==> src/rtl/epq_pkg.sv <==
// ----------------------------------------------------------------------------
// epq_pkg
// Shared constants and types of the event priority queue.
// ----------------------------------------------------------------------------
package epq_pkg;
    localparam int CAPACITY = 64;
    localparam int IDX_W    = $clog2(CAPACITY);
    localparam int CNT_W    = $clog2(CAPACITY + 1);
    localparam int ENTRY_W  = 59;

    localparam logic       OP_INSERT = 1'b0;
    localparam logic       OP_REMOVE = 1'b1;
    localparam logic [1:0] ST_OK     = 2'd0;
    localparam logic [1:0] ST_EMPTY  = 2'd1;
    localparam logic [1:0] ST_FULL   = 2'd2;

    // controller -> datapath
    typedef struct packed {
        logic load_in;    // capture the input item
        logic write_new;  // store captured item at count
        logic scan_start; // begin min scan at entry 0
        logic scan_step;  // read next entry during scan
        logic shift_step; // move entry up one place
        logic dec_count;
        logic set_result; // latch result with given status
        logic take_entry; // result payload is the found entry
        logic [1:0] status;
    } epq_cmd_t;

    // datapath -> controller
    typedef struct packed {
        logic is_remove;
        logic empty;
        logic full;
        logic scan_done;
        logic shift_done;
    } epq_stat_t;
endpackage

==> src/rtl/epq_datapath.sv <==
// ----------------------------------------------------------------------------
// epq_datapath
// Entry memory, count, minimum scan and gap closing.
// ----------------------------------------------------------------------------
module epq_datapath import epq_pkg::*; (
    input  logic                 clk,
    input  logic                 rst_n,
    input  epq_cmd_t             cmd,
    output epq_stat_t            stat,
    input  logic                 op,
    input  logic [3:0]           event_kind,
    input  logic [15:0]          element_id,
    input  logic [7:0]           port_id,
    input  logic [30:0]          end_time,
    output logic [1:0]           res_status,
    output logic [ENTRY_W-1:0]   res_entry
);
    logic [ENTRY_W-1:0] mem [CAPACITY];
    logic [CNT_W-1:0]   count_reg;
    logic               op_reg;
    logic [ENTRY_W-1:0] item_reg;
    logic [CNT_W-1:0]   ptr_reg;      // next address to read
    logic [ENTRY_W-1:0] rd_reg;       // registered read data
    logic               rd_vld_reg;   // rd_reg holds entry ptr_reg-1
    logic [IDX_W-1:0]   best_reg;
    logic [ENTRY_W-1:0] best_e_reg;
    logic               have_best_reg;
    logic [IDX_W-1:0]   wr_idx_reg;   // shift destination
    logic [ENTRY_W-1:0] res_entry_reg;
    logic [1:0]         res_status_reg;
    logic [CNT_W-1:0]   rd_idx;

    assign rd_idx   = ptr_reg - CNT_W'(1);

    // status toward the controller
    assign stat.is_remove  = op_reg;
    assign stat.empty      = (count_reg == '0);
    assign stat.full       = (count_reg == CNT_W'(CAPACITY));
    assign stat.scan_done  = rd_vld_reg && (ptr_reg == count_reg);
    assign stat.shift_done = (CNT_W'(wr_idx_reg) + CNT_W'(1) >= count_reg);

    assign res_status = res_status_reg;
    assign res_entry  = res_entry_reg;

    // best index including the entry being compared on the final scan step
    function automatic logic [IDX_W-1:0] best_sel();
        if (!have_best_reg || rd_reg[30:0] < best_e_reg[30:0])
            return IDX_W'(rd_idx);
        return best_reg;
    endfunction

    // memory: one write port, one registered read port
    always_ff @(posedge clk)
    begin
        if (cmd.write_new)
            mem[count_reg[IDX_W-1:0]] <= item_reg;
        else if (cmd.shift_step && rd_vld_reg)
            mem[wr_idx_reg] <= rd_reg;
        rd_reg <= mem[ptr_reg[IDX_W-1:0]];
    end

    // payload registers
    always_ff @(posedge clk)
    begin
        if (cmd.load_in)
        begin
            op_reg   <= op;
            item_reg <= {event_kind, element_id, port_id, end_time};
        end
        if (cmd.scan_step && rd_vld_reg &&
            (!have_best_reg || rd_reg[30:0] < best_e_reg[30:0]))
        begin
            best_reg   <= IDX_W'(rd_idx);
            best_e_reg <= rd_reg;
        end
        if (cmd.set_result)
        begin
            res_status_reg <= cmd.status;
            res_entry_reg  <= cmd.take_entry ? best_e_reg : '0;
        end
    end

    // count, read pointer and scan control
    always_ff @(posedge clk or negedge rst_n)
    begin
        if (!rst_n)
        begin
            count_reg     <= '0;
            ptr_reg       <= '0;
            rd_vld_reg    <= 1'b0;
            have_best_reg <= 1'b0;
            wr_idx_reg    <= '0;
        end
        else
        begin
            if (cmd.write_new)
                count_reg <= count_reg + CNT_W'(1);
            else if (cmd.dec_count)
                count_reg <= count_reg - CNT_W'(1);
            // new item: point the read port at entry 0 for a possible scan
            if (cmd.load_in)
                ptr_reg <= '0;
            else if (cmd.scan_start)
            begin
                ptr_reg       <= CNT_W'(1);
                rd_vld_reg    <= 1'b1;
                have_best_reg <= 1'b0;
            end
            else if (cmd.scan_step)
            begin
                if (rd_vld_reg)
                    have_best_reg <= 1'b1;
                if (ptr_reg != count_reg)
                    ptr_reg <= ptr_reg + CNT_W'(1);
                if (stat.scan_done)
                begin
                    // start gap closing: read best+1
                    ptr_reg    <= CNT_W'(best_sel()) + CNT_W'(1);
                    wr_idx_reg <= best_sel();
                    rd_vld_reg <= 1'b0;
                end
            end
            else if (cmd.shift_step)
            begin
                if (rd_vld_reg)
                    wr_idx_reg <= wr_idx_reg + IDX_W'(1);
                rd_vld_reg <= 1'b1;
                ptr_reg    <= ptr_reg + CNT_W'(1);
            end
        end
    end
endmodule

==> src/rtl/epq_ctrl.sv <==
// ----------------------------------------------------------------------------
// epq_ctrl
// Sequencer for insert, minimum scan, gap closing and result delivery.
// ----------------------------------------------------------------------------
module epq_ctrl import epq_pkg::*; (
    input  logic      clk,
    input  logic      rst_n,
    input  logic      in_valid,
    output logic      in_ready,
    output logic      out_valid,
    input  logic      out_ready,
    input  epq_stat_t stat,
    output epq_cmd_t  cmd
);
    typedef enum logic [2:0] {IDLE, DECIDE, SCAN, SCAN_END, SHIFT, DONE} state_t;
    state_t state_reg;
    logic   out_valid_reg;

    // a new item enters once the previous result is gone or leaving
    assign in_ready  = (state_reg == IDLE) && (!out_valid_reg || out_ready);
    assign out_valid = out_valid_reg;

    // command decode
    always_comb
    begin
        cmd = '0;
        unique case (state_reg)
            IDLE:     cmd.load_in = in_valid && in_ready;
            DECIDE:
            begin
                if (!stat.is_remove)
                begin
                    cmd.set_result = 1'b1;
                    cmd.status     = stat.full ? ST_FULL : ST_OK;
                    cmd.write_new  = !stat.full;
                end
                else if (stat.empty)
                begin
                    cmd.set_result = 1'b1;
                    cmd.status     = ST_EMPTY;
                end
                else
                    cmd.scan_start = 1'b1;
            end
            SCAN:     cmd.scan_step = 1'b1;
            SCAN_END:
            begin
                cmd.set_result = 1'b1;
                cmd.take_entry = 1'b1;
                cmd.status     = ST_OK;
                cmd.shift_step = 1'b1;
            end
            SHIFT:
            begin
                cmd.shift_step = !stat.shift_done;
                cmd.dec_count  = stat.shift_done;
            end
            DONE:     cmd = '0;
            default:  cmd = '0;
        endcase
    end

    // state and result valid
    always_ff @(posedge clk or negedge rst_n)
    begin
        if (!rst_n)
        begin
            state_reg     <= IDLE;
            out_valid_reg <= 1'b0;
        end
        else
        begin
            if (out_valid_reg && out_ready)
                out_valid_reg <= 1'b0;
            unique case (state_reg)
                IDLE:     if (in_valid && in_ready) state_reg <= DECIDE;
                DECIDE:
                begin
                    if (stat.is_remove && !stat.empty)
                        state_reg <= SCAN;
                    else
                    begin
                        state_reg     <= IDLE;
                        out_valid_reg <= 1'b1;
                    end
                end
                SCAN:     if (stat.scan_done) state_reg <= SCAN_END;
                SCAN_END:
                begin
                    state_reg     <= SHIFT;
                    out_valid_reg <= 1'b1;
                end
                SHIFT:    if (stat.shift_done) state_reg <= DONE;
                DONE:     state_reg <= IDLE;
                default:  state_reg <= IDLE;
            endcase
        end
    end
endmodule

==> src/rtl/event_priority_queue.sv <==
// ----------------------------------------------------------------------------
// event_priority_queue
// Stable min queue of simulator events keyed by end time, FIFO among ties.
// ----------------------------------------------------------------------------
// channel  signals                                         direction
// input    in_valid/in_ready, op, event_kind..end_time     into block
// output   out_valid/out_ready, status, out_*              out of block
//
// Insert, or remove on empty: the outcome is decided in DECIDE and the result
// is registered as the block returns to IDLE, where the next item can be taken.
// Remove: SCAN reads every stored entry through the registered read port;
// SCAN_END latches the earliest minimum as the result, which becomes valid as
// SHIFT begins closing the gap behind it; the next item is taken after DONE.
// A stalled result blocks the input: no item is taken until it leaves.
// Reset empties the queue at once; memory contents are not cleared.
module event_priority_queue import epq_pkg::*; (
    input  logic        clk,
    input  logic        rst_n,
    input  logic        in_valid,
    output logic        in_ready,
    input  logic        op,
    input  logic [3:0]  event_kind,
    input  logic [15:0] element_id,
    input  logic [7:0]  port_id,
    input  logic [30:0] end_time,
    output logic        out_valid,
    input  logic        out_ready,
    output logic [1:0]  status,
    output logic [3:0]  out_event_kind,
    output logic [15:0] out_element_id,
    output logic [7:0]  out_port_id,
    output logic [30:0] out_end_time
);
    epq_cmd_t           cmd;
    epq_stat_t          stat;
    logic [ENTRY_W-1:0] res_entry;

    epq_ctrl u_ctrl (
        .clk, .rst_n, .in_valid, .in_ready, .out_valid, .out_ready,
        .stat, .cmd
    );

    epq_datapath u_dp (
        .clk, .rst_n, .cmd, .stat, .op, .event_kind, .element_id,
        .port_id, .end_time, .res_status(status), .res_entry
    );

    assign out_event_kind = res_entry[58:55];
    assign out_element_id = res_entry[54:39];
    assign out_port_id    = res_entry[38:31];
    assign out_end_time   = res_entry[30:0];
endmodule

==> config.mk <==
export PLATFORM = sky130hd
export DESIGN_NAME = event_priority_queue
export DESIGN_NICKNAME = d
export VERILOG_FILES = /design/src/rtl/epq_pkg.sv /design/src/rtl/epq_datapath.sv /design/src/rtl/epq_ctrl.sv /design/src/rtl/event_priority_queue.sv
export SDC_FILE = /design/constraint.sdc
export NUM_CORES = 2
export LEC_CHECK = 0
export BUFFER_PORTS_ARGS = -buffer_cell sky130_fd_sc_hd__buf_2
export CAP_MARGIN = 20
export CORE_ASPECT_RATIO = 1.2
export CORE_UTILIZATION = 57
export DETAILED_ROUTE_END_ITERATION = 10
export PLACE_DENSITY = 0.74
export SLEW_MARGIN = 15
export SYNTH_ARGS = -nofsm -noshare
export SYNTH_HDL_FRONTEND = slang
export SYNTH_SLANG_ARGS = --single-unit
==> constraint.sdc <==
create_clock -name clk -period 5.75 [get_ports clk]
set_input_delay 0.2875 -clock clk [delete_from_list [all_inputs] [get_ports clk]]
set_output_delay 0.2875 -clock clk [all_outputs]
set_load 0.01 [all_outputs]
==> metrics <==
status finished clean; Reg2Reg Depth 12; chip height 571 um; Initial Util 57.4%; drt first pass iters 6; Placed Instances 9,940; critical path startpoint u_dp.wr_idx_reg[0]; largest register by flop count u_dp.mem; CP max FO 17; final count of pins violating max slew 0; DIE AREA 272,000 um2; CTS Sinks 4,047; Critical Path Slowest Stage Cell nor2_4; port bufs between 100 and 150; Die Width 476 um; synth-to-layout area growth 13.7%; worst vdd ir 0.487 mV; Clock Latency Late Sink 0.93 ns; CP required 6.29 ns; Setup CP Type flop to flop; max_slew headroom 20.1%; startpoint types flop; DRT Wirelength 425,000 um; PD cells 510 nW/um2; Detail Route Antenna Nets 0; Tot GR Track Use 31.4%; cts bufs inserted 384; Detailed Place HPWL 215,000 um; max-cap check violation count 0; Ys Warns 0; # DRC 0; Max Buffers Root-to-Sink 4; CP top delay family simple AND/OR/NAND/NOR gates; Static Leakage 54.3 nW; worst path bufs/invs 1; Setup TNS Final 0 ns; CTS tree done; global-route wire length before repair just under 600,000 um; design area 175,000 um2; synthesized instance count between 6,000 and 7,000; Most used DFF post-synth edfxtp_1; Worst-path clk slew around 0.07 ns; post-layout min period approximately 5.2 ns; NumNets Final 6,936; Post-Syn Area per Cell 24.5 um2; vias 74,966; Syn Nets approximately 6,400; final count of negative-setup-slack endpoints 0; Final Hold Fails 0; CTS Root Cell clkbuf_16; clk_skew between 0.05 and 0.06 ns; RSZ-0062 raised after global routing no; CP max stage delay 1.07 ns; hold path startpoint element_id[5]; CP Cell Sequence ha_1, nand3_1, xnor2_1, ha_1, a21oi_1, o21ai_0, a21oi_1, and2_1, o21a_4, a31oi_2, nor2_4, buf_4; initial antenna violation count 15; Hold Crit Endpoint u_dp.item_reg[44]; Post-synth EDFFs 3,962; Peak Freq roughly 0.19 GHz; vias in the first global route 76,108; Async SR Flop Fraction less than 1%; cell row count 208; layout cell share with drive strength beyond 1 32.4%; # H-tree levels 5; detail-routed via count per cell 6.99; DR iter-0 viols 11,208; pin count of the biggest net entering global routing 145; Synth Register Bits 4,047; RR Endpoint u_dp.mem[11][31]; Crit. End Element flop; non-filler cells, final 10,732; Resized Gates After CTS 0; worst min path class input pin to flop; Routability Congestion 0.839; FF-to-FF Start u_dp.wr_idx_reg[0]; flop2flop setup slack 0.55 ns; max reg flops between 3,000 and 4,000; Wirelength per Cell 39.6 um; Mapped Area 154,000 um2; Seq/Total Area, Yosys about four fifths; placed instance area 161,000 um2; Core Area 268,000 um2; Worst EP arrival 5.74 ns; fillers between 15,000 and 20,000; IO Pins 127; Distinct cells, synth 53; fin crit share approximately nine tenths; Worst Hold Path Cells 2; total global routing overflow 0; Least-Margin Pin Slew 1.20 ns
metal layers:
layer,track usage (%),wire (um),vias to the layer above
li1,-,-,28129
met3,8.68,53100,1031
met2,50.2,207000,6040
met1,40.5,143000,39756
met4,14.5,21300,10
met5,0,67,-
worst max-delay path by stage:
stage          cells after the start            endpoint
6_report                          12    u_dp.mem[11][31]
5_1_grt                           13    u_dp.mem[24][43]
4_1_cts                           12    u_dp.mem[11][21]
3_5_place_dp                       8  u_dp.best_e_reg[3]
3_3_place_gp                       8  u_dp.best_e_reg[7]
2_1_floorplan                     14     u_dp.mem[18][0]
worst register-to-register path: stages (launching register included):
cell     delay [ns]
dfrtp_1        0.54
ha_1           0.30
nand3_1        0.13
xnor2_1        0.22
ha_1           0.29
a21oi_1        0.19
o21ai_0        0.11
a21oi_1        0.34
and2_1         0.34
o21a_4         0.27
a31oi_2        0.44
nor2_4         1.07
buf_4          0.52
cells in the final DEF, fill, tap and decap left out, types with 11 or more instances in the layout:
cell and count:
a21oi_1 27, and3_1 65, buf_12 78, buf_2 126, buf_4 201, bufinv_16 49, clkbuf_1 78, clkbuf_16 390
clkbuf_8 20, clkinv_1 54, clkinv_2 66, clkinvlp_4 27, dfrtp_1 19, dfxtp_1 59, diode_2 11, dlygate4sd3_1 64
edfxtp_1 3962, ha_1 46, inv_1 51, inv_6 13, mux4_2 1239, nand2_1 220, nand3_1 15, nor2_1 35
nor2_4 64, o21ai_0 24, xnor2_1 14, xor2_1 15
power by group:
part,total [W],switching (W),leakage [nW],internal (W)
Clock,0.0261,0.0111,6.24,0.0150
Combinational,0.0233,0.0141,11.6,0.00911
Sequential,0.0398,0.00124,36.5,0.0386
Total,0.0892,0.0265,54.3,0.0627
layout make-up:
| type | count | area [um2] | area share (%) |
|---|---|---|---|
| multi-input cells | 1867 | 32000 | 18.3 |
| diodes | 11 | 27.5 | 0.0157 |
| well taps | 3570 | 4470 | 2.55 |
| repair buffers | 473 | 4440 | 2.54 |
| clock buffers | 488 | 10300 | 5.91 |
| inverters | 52 | 198 | 0.113 |
| flip-flops and latches | 4047 | 121000 | 69.1 |
| clock inverters | 224 | 2550 | 1.46 |
synthesized netlist by cell type (all sizes together) (15+ instances only):
cell,instances,area share [%]
edfxtp,3962,77
mux4,1239,18
nand2,220,0.54
clkbuf,174,0.42
buf,145,0.47
nor2,99,0.24
and3,66,0.27
dfxtp,59,0.77
inv,52,0.13
ha,46,0.37
a21oi,29,0.094
dfrtp,26,0.42
o21ai,26,0.085
nand3,15,0.049
xor2,15,0.085
cell families after synthesis:
family	Yosys count	synth area share, %
simple gates	441	1.26
xor+xnor	29	0.165
buf+inv	371	1.02
compound gates	102	0.420
fa+ha+maj	47	0.387
flops	4047	78.5
mux	1248	18.2
metrics by stage:
step           hold WS, ns  setup slack, ns  total power (W)  util, %
2_1_floorplan     -0.00809           0.0881           0.0548        -
6_report            0.0677            0.550           0.0892     65.2
5_1_grt             0.0581            0.342           0.0915     65.2
3_5_place_dp         0.371            0.701           0.0631     60.1
4_1_cts             0.0110            0.684           0.0892     65.2
3_3_place_gp         0.386            0.520           0.0625     60.1
timing repair:
item / in CTS / in global routing
hold endpoints to repair: 90 / 0
hold buffers: 65 / 0
setup buffers: 0 / 0
(Power assumes the default switching activity.)
